### src/design/rmq_pkg.sv
// rmq_pkg: widths, stage map, slot codes and step functions for the
// rotation matrix to quaternion pipeline
// depends on nothing; used by rmq_div and rotation_matrix_to_quaternion
package rmq_pkg;

    // operand format (signed Q2.14)
    localparam int DW     = 16;
    localparam int FB     = 14;
    localparam int ONE    = 1 << FB;

    // radicand, root and remainder widths
    localparam int RADW   = 17;
    localparam int SQW    = 16;
    localparam int SQREMW = 18;
    localparam int SQN    = SQW;

    // off-diagonal term, dividend and quotient widths
    localparam int DIFW   = DW + 1;
    localparam int NUMW   = 32;
    localparam int QB     = DW - 1;

    // stage map
    localparam int ST_SQ  = 2;
    localparam int ST_DIV = ST_SQ + SQN;
    localparam int ST_OUT = ST_DIV + QB + 1;
    localparam int NST    = ST_OUT + 1;

    // output slot of the main component
    typedef enum logic [1:0] {
        SLOT_W,
        SLOT_X,
        SLOT_Y,
        SLOT_Z
    } slot_t;

    typedef struct packed {
        logic [SQREMW-1:0] rem;
        logic [SQW-1:0]    root;
    } sq_t;

    // one digit of the restoring square root
    function automatic sq_t sqrt_step(input logic [SQREMW-1:0] rem,
                                      input logic [SQW-1:0] root,
                                      input logic [1:0] pair);
        logic [SQREMW+1:0] r;
        logic [SQREMW+1:0] t;
        sq_t o;
        r = {rem, pair};
        t = {{(SQREMW-SQW){1'b0}}, root, 2'b01};
        if (r >= t) begin
            o.rem  = SQREMW'(r - t);
            o.root = {root[SQW-2:0], 1'b1};
        end else begin
            o.rem  = SQREMW'(r);
            o.root = {root[SQW-2:0], 1'b0};
        end
        return o;
    endfunction

    // sign-extended difference and sum of two entries
    function automatic logic signed [DIFW-1:0] dsub(input logic signed [DW-1:0] a,
                                                    input logic signed [DW-1:0] b);
        return DIFW'(a) - DIFW'(b);
    endfunction

    function automatic logic signed [DIFW-1:0] dadd(input logic signed [DW-1:0] a,
                                                    input logic signed [DW-1:0] b);
        return DIFW'(a) + DIFW'(b);
    endfunction

endpackage

### src/design/rmq_div.sv
// rmq_div: pipelined rounding divider d * 2^FB / (2*s) for one component
// depends on rmq_pkg
module rmq_div (
    input  logic                              aclk,
    input  logic                              en,
    input  logic [rmq_pkg::SQW-1:0]           root,
    input  logic signed [rmq_pkg::DIFW-1:0]   diff,
    output logic [rmq_pkg::QB-1:0]            quot,
    output logic                              ovf,
    output logic                              neg
);

    logic [rmq_pkg::NUMW-1:0] rem_reg [0:rmq_pkg::QB];
    logic [rmq_pkg::QB-1:0]   q_reg   [0:rmq_pkg::QB];
    logic [rmq_pkg::SQW:0]    den_reg [0:rmq_pkg::QB];
    logic                     ovf_reg [0:rmq_pkg::QB];
    logic                     neg_reg [0:rmq_pkg::QB];

    logic [rmq_pkg::DIFW:0]   mag_wide;
    logic [rmq_pkg::DIFW-1:0] mag;
    logic [rmq_pkg::NUMW-1:0] num;
    logic [rmq_pkg::SQW:0]    den;

    // setup: magnitude, dividend with rounding term, overflow check
    always_comb begin
        mag_wide = diff[rmq_pkg::DIFW-1] ? -{diff[rmq_pkg::DIFW-1], diff}
                                         : {1'b0, diff};
        mag      = mag_wide[rmq_pkg::DIFW-1:0];
        num      = rmq_pkg::NUMW'({mag, {rmq_pkg::FB{1'b0}}})
                 + rmq_pkg::NUMW'(root);
        den      = {root, 1'b0};
    end

    always_ff @(posedge aclk) begin
        if (en) begin
            rem_reg[0] <= num;
            q_reg[0]   <= '0;
            den_reg[0] <= den;
            ovf_reg[0] <= (num >= rmq_pkg::NUMW'({den, {rmq_pkg::QB{1'b0}}}));
            neg_reg[0] <= diff[rmq_pkg::DIFW-1];
        end
    end

    // one quotient bit per stage, msb first
    for (genvar k = 0; k < rmq_pkg::QB; k++) begin : g_step
        localparam int SH = rmq_pkg::QB - 1 - k;
        logic [rmq_pkg::NUMW-1:0] sub;
        logic                     take;
        logic [rmq_pkg::QB-1:0]   q_bit;
        assign sub   = rmq_pkg::NUMW'(den_reg[k]) << SH;
        assign take  = (rem_reg[k] >= sub);
        assign q_bit = rmq_pkg::QB'(take) << SH;
        always_ff @(posedge aclk) begin
            if (en) begin
                rem_reg[k+1]     <= take ? rem_reg[k] - sub : rem_reg[k];
                q_reg[k+1]       <= q_reg[k] | q_bit;
                den_reg[k+1]     <= den_reg[k];
                ovf_reg[k+1]     <= ovf_reg[k];
                neg_reg[k+1]     <= neg_reg[k];
            end
        end
    end

    assign quot = q_reg[rmq_pkg::QB];
    assign ovf  = ovf_reg[rmq_pkg::QB];
    assign neg  = neg_reg[rmq_pkg::QB];

endmodule

### config.mk
export PLATFORM = sky130hd
export DESIGN_NAME = rmq_div
export DESIGN_NICKNAME = d
export VERILOG_FILES = /design/src/design/rmq_pkg.sv /design/src/design/rmq_div.sv
export SDC_FILE = /design/constraint.sdc
export NUM_CORES = 1
export LEC_CHECK = 0
export ABC_AREA = 1
export ABC_CLOCK_PERIOD_IN_PS = 3900
export BUFFER_PORTS_ARGS = -buffer_cell sky130_fd_sc_hd__buf_2
export CORE_ASPECT_RATIO = 0.8
export CORE_MARGIN = 2
export CORE_UTILIZATION = 23
export DETAILED_ROUTE_END_ITERATION = 16
export PLACE_DENSITY = 0.36
export SLEW_MARGIN = 20
export SYNTH_ARGS = -nofsm -noshare
export SYNTH_HDL_FRONTEND = slang
export SYNTH_SLANG_ARGS = --single-unit
export TNS_END_PERCENT = 5
### constraint.sdc
create_clock -name aclk -period 3.9 [get_ports aclk]
set_input_delay 0.195 -clock aclk [delete_from_list [all_inputs] [get_ports aclk]]
set_output_delay 0.195 -clock aclk [all_outputs]
set_load 0.02 [all_outputs]
==> flow_summary.rst <==
.. list-table::
   :header-rows: 1

   * - Metric
     - Value
   * - Minimum period implied by the final worst setup slack
     - around 3.2 ns
   * - Hold endpoint
     - rem_reg[0][28]$_DFFE_PP_
   * - Reg2reg end
     - rem_reg[6][49]$_DFFE_PP_
   * - Count of antenna-violating nets left after detailed routing
     - 0
   * - Sort of element at the end of the critical path
     - flop
   * - All-Layer GR Usage
     - 0.137
   * - R2R setup slack
     - 0.92 ns
   * - Top delay family on crit path
     - simple AND/OR/NAND/NOR gates
   * - Number of buffer and inverter instances along the worst setup path
     - 4
   * - Critical path startpoint category
     - input pin
   * - Register share of total power
     - 0.359
   * - Fraction of final layout cells sized beyond drive strength 1
     - 0.0777
   * - Class of the most critical setup path
     - in -> reg
   * - Worst flop-to-flop path startpoint
     - rem_reg[6][13]$_DFFE_PP_
   * - Largest net degree at the start of global routing
     - 129
   * - Die width
     - 502 microns
   * - Starting utilization of the core area
     - 0.231
   * - Part of the total power dissipated in combinational logic
     - 0.402
   * - Filler-free cell count of the finished design
     - 8084
   * - Port-buffer cells
     - 51
   * - Yosys cell types
     - 55
   * - First DRT Iteration DRCs
     - 2391
   * - Placed instance area
     - 48900 sq um
   * - Depth of the worst register-to-register path
     - 11
   * - Number of vias in the routed layout
     - 34879
   * - Design area
     - 52100 sq um
   * - Resized Gates After CTS
     - 0
   * - IO Pins
     - 52
   * - Die height
     - 402 microns
   * - Routability Congestion
     - ~0.84
   * - Clock buffer count from CTS
     - 90
   * - Largest fanout on the critical path
     - 3
   * - Critical path data required time
     - between 4 and 5 ns
   * - Number of detailed-route iterations in the first pass
     - 6
   * - Mapped Area
     - 45600 sq um
   * - Net switching power
     - 14.5 mW
   * - Initial antenna violation count
     - 4
   * - Routed length per instance
     - 17.2 microns
   * - Critical Path Max Stage Delay
     - 0.52 ns
   * - Hold Path Depth
     - 5
   * - Highest clock frequency the design can meet
     - 0.310 GHz
   * - Clock root buffer
     - sky130_fd_sc_hd__clkbuf_16
   * - Largest register FFs
     - 480
   * - Class of the worst hold path
     - in -> reg
   * - WP data arrival
     - 3.67 ns
   * - Worst slack at placement
     - 0.471 ns
   * - Deepest level of the CTS H-tree
     - 3
   * - Detail-routed via count per cell
     - 4.31
   * - Proportion of power drawn by the clock network
     - 0.239
   * - Area Growth Syn to Fin
     - 14.2%
   * - Setup_tns
     - 0 ns
   * - Vias in the first global route
     - 34019
   * - Status
     - complete, no violations
   * - Startpoint of the tightest hold check path
     - diff[14]
   * - Hold violation count in the final report
     - 0
   * - Sw frac
     - 0.415
   * - Area of the placeable core
     - 197000 sq um
   * - Final routed DRC violation total
     - 0
   * - Standby leakage power
     - 21.6 nW
   * - Clock transition at the registers of the reported paths
     - ~0.060 ns
   * - Clk_lat worst skew
     - about 0.72 ns
   * - Global route total overflow
     - 0
   * - Max Transition Viols Final
     - 0
   * - Final worst setup slack
     - 0.679 ns
   * - Async set-reset flop share out of synthesis
     - 0
   * - Worst clock skew on the final layout
     - roughly 0.032 ns
   * - Worst hold margin
     - 0.0686 ns
   * - Synthesis Warnings
     - 0
   * - DIE AREA
     - 202000 sq um
   * - Sum of routed wire length over all layers
     - 139 mm
   * - Post-CTS repair timing setup buffer count
     - 0
   * - Max-cap violations
     - 0
   * - Maximum clock insertion buffer count
     - 3
   * - PwrDens
     - 671 nW/um^2
   * - Slowest-stage cell, CP
     - sky130_fd_sc_hd__dlygate4sd3_1
   * - Clock tree from TritonCTS
     - yes
   * - CP dominant cell by count
     - sky130_fd_sc_hd__nand2_1
   * - Syn avg cell area
     - around 8.8 sq um
   * - Share of the core filled with cells
     - 0.264
   * - Cells after DPL
     - 7885
   * - Number of sinks on the clock net
     - 740
   * - Worst setup path start
     - diff[0]
   * - Measured slew at the worst slew-check pin
     - ~0.81 ns
   * - Half-perimeter wire length of the detailed placement result
     - approximately 110 mm
   * - Critical-path cell list
     - dlygate4sd3_1 > buf_2 > inv_1 > ha_1 > nand2_1 > o21ai_0 > ha_1 > a21oi_1 > a21oi_2 > nand3_2 > nor2_2 > nand2_1 > nor2_1 > nand2_1 > nand2_1 > nand2_1 > ha_1 > nand2_1 > inv_1 > o21ai_0 > nand2_1 > a21oi_1 > o211ai_1
   * - Number of placement rows
     - 146
   * - Setup violation total in the final timing report
     - 0
   * - Unrepaired setup endpoints after global routing
     - false
   * - Most instantiated flip-flop cell in the synthesis netlist
     - sky130_fd_sc_hd__edfxtp_1
   * - Total internal power
     - around 20 mW
   * - EDFF count, synth
     - 740
   * - Part of the cycle the worst path needs
     - 0.826
   * - Peak ir drop on the vdd network
     - 0.000326 V
   * - Total chip power
     - 34.9 mW
   * - Final net count
     - 5649
   * - Instance count of the mapped netlist
     - 5209
   * - Total of flip-flops plus latches after synthesis
     - between 700 and 800
   * - First-pass GRT wire length
     - 212 mm
   * - Relative slew slack
     - 0.452
   * - Share of the yosys chip area belonging to registers
     - 0.487
   * - Number of buffers inserted by hold repair at cts
     - 28
==> cells in the mapped netlist, types with 3 or more instances <==
master	number	area (sq um)
sky130_fd_sc_hd__a21boi_0	6	45.0
sky130_fd_sc_hd__a21o_1	25	188
sky130_fd_sc_hd__a21oi_1	301	1510
sky130_fd_sc_hd__a21oi_2	38	333
sky130_fd_sc_hd__a31oi_1	3	18.8
sky130_fd_sc_hd__and2_1	6	37.5
sky130_fd_sc_hd__and3_1	7	43.8
sky130_fd_sc_hd__buf_12	3	60.1
sky130_fd_sc_hd__buf_2	13	65.1
sky130_fd_sc_hd__buf_4	27	203
sky130_fd_sc_hd__buf_6	22	248
sky130_fd_sc_hd__edfxtp_1	740	22200
sky130_fd_sc_hd__fa_1	15	300
sky130_fd_sc_hd__ha_1	258	3230
sky130_fd_sc_hd__inv_1	744	2790
sky130_fd_sc_hd__inv_2	14	52.6
sky130_fd_sc_hd__nand2_1	1368	5130
sky130_fd_sc_hd__nand2_2	45	282
sky130_fd_sc_hd__nand2_4	4	45.0
sky130_fd_sc_hd__nand3_1	288	1440
sky130_fd_sc_hd__nand3_2	8	80.1
sky130_fd_sc_hd__nand3b_1	29	218
sky130_fd_sc_hd__nand4_1	121	757
sky130_fd_sc_hd__nor2_1	442	1660
sky130_fd_sc_hd__nor2_2	19	119
sky130_fd_sc_hd__nor3_1	70	350
sky130_fd_sc_hd__nor3_2	4	40.0
sky130_fd_sc_hd__nor3b_1	4	30.0
sky130_fd_sc_hd__nor4_1	22	138
sky130_fd_sc_hd__o211ai_1	7	52.6
sky130_fd_sc_hd__o21a_1	10	75.1
sky130_fd_sc_hd__o21ai_0	174	871
sky130_fd_sc_hd__o21ai_1	81	405
sky130_fd_sc_hd__o21ai_2	49	429
sky130_fd_sc_hd__o21bai_1	30	225
sky130_fd_sc_hd__or2_2	10	62.6
sky130_fd_sc_hd__xnor2_1	99	867
sky130_fd_sc_hd__xor2_1	80	701
==> cell usage in the layout (no fill, tap or decap), types with 29 or more instances in the layout <==
| cell | netlist | layout |
|---|---|---|
| sky130_fd_sc_hd__a21oi_1 | 301 | 300 |
| sky130_fd_sc_hd__nor3_1 | 70 | 70 |
| sky130_fd_sc_hd__nand2_1 | 1368 | 1368 |
| sky130_fd_sc_hd__edfxtp_1 | 740 | 740 |
| sky130_fd_sc_hd__a21oi_2 | 38 | 39 |
| sky130_fd_sc_hd__nand4_1 | 121 | 121 |
| sky130_fd_sc_hd__xor2_1 | 80 | 80 |
| sky130_fd_sc_hd__o21ai_1 | 81 | 81 |
| sky130_fd_sc_hd__clkbuf_16 | 0 | 91 |
| sky130_fd_sc_hd__nand3b_1 | 29 | 29 |
| sky130_fd_sc_hd__nor2_1 | 442 | 442 |
| sky130_fd_sc_hd__buf_2 | 13 | 50 |
| sky130_fd_sc_hd__o21ai_0 | 174 | 174 |
| sky130_fd_sc_hd__o21bai_1 | 30 | 30 |
| sky130_fd_sc_hd__inv_1 | 744 | 744 |
| sky130_fd_sc_hd__nand2_2 | 45 | 45 |
| sky130_fd_sc_hd__nand3_1 | 288 | 288 |
| sky130_fd_sc_hd__xnor2_1 | 99 | 99 |
| sky130_fd_sc_hd__ha_1 | 258 | 258 |
| sky130_fd_sc_hd__o21ai_2 | 49 | 49 |
==> worst register-to-register path, cell delays in order, from the launching register on <==
cell and delay (ns):
sky130_fd_sc_hd__edfxtp_1 0.40, sky130_fd_sc_hd__ha_1 0.37, sky130_fd_sc_hd__a21oi_1 0.27, sky130_fd_sc_hd__o21bai_1 0.20, sky130_fd_sc_hd__inv_1 0.09, sky130_fd_sc_hd__nand2_1 0.09, sky130_fd_sc_hd__inv_1 0.07, sky130_fd_sc_hd__nand2_2 0.07
sky130_fd_sc_hd__o21ai_4 0.49, sky130_fd_sc_hd__nand2_4 0.40, sky130_fd_sc_hd__nand2_1 0.18, sky130_fd_sc_hd__nand2_1 0.09
==> power groups by stage <==
stage / clock network [mW] / registers [mW] / logic (mW)
after global placement: 0 / 12.8 / 14.1
after global routing: 9.01 / 12.7 / 16.0
after CTS: 8.76 / 12.6 / 14.1
final: 8.35 / 12.5 / 14.1
after detailed placement: 0 / 12.7 / 14.0
after floorplan: 0 / 11.9 / 9.93
==> kinds of logic (layout without fill, tap and decap cells) <==
family / after synthesis / count (layout) / synth area share
other: 1 / 5 / 0.0000822
and+or+nand+nor: 2460 / 2460 / 0.233
adders and majority gates: 273 / 273 / 0.0774
AOI/OAI and AO/OA: 730 / 730 / 0.0923
DFF: 740 / 740 / 0.487
xor gates and xnor gates: 179 / 179 / 0.0344
buffers and inverters: 826 / 1033 / 0.0755
==> final cells by class <==
cell class	count	area, sq um
Clock inverter	59	534
Fill cell	21249	145000
Timing Repair Buffer	104	808
Clock buffer	109	2340
Antenna cell	3	7.51
Tap cell	2664	3330
Multi-Input combinational cell	3644	19900
Sequential cell	740	22200
Inverter	761	2870
==> worst max-delay path by stage <==
stage,to,slack [ns],cells after the start
final,ovf_reg[0][0]$_DFFE_PP_,0.68,23
after global routing,ovf_reg[0][0]$_DFFE_PP_,0.33,23
after CTS,ovf_reg[0][0]$_DFFE_PP_,0.73,23
after detailed placement,ovf_reg[0][0]$_DFFE_PP_,0.47,22
after global placement,ovf_reg[0][0]$_DFFE_PP_,0.33,22
after floorplan,ovf_reg[0][0]$_DFFE_PP_,1.07,21
==> layer usage <==
metal | share of wire | wire, microns | GRT usage | vias up
met3 | 0.040 | 5640 | 0.0201 | 131
met1 | 0.53 | 74000 | 0.211 | 16391
met5 | 0 | 0 | 0 | -
li1 | - | - | - | 17774
met2 | 0.41 | 57300 | 0.200 | 583
met4 | 0.017 | 2310 | 0.0271 | 0
(Power assumes the default switching activity.)
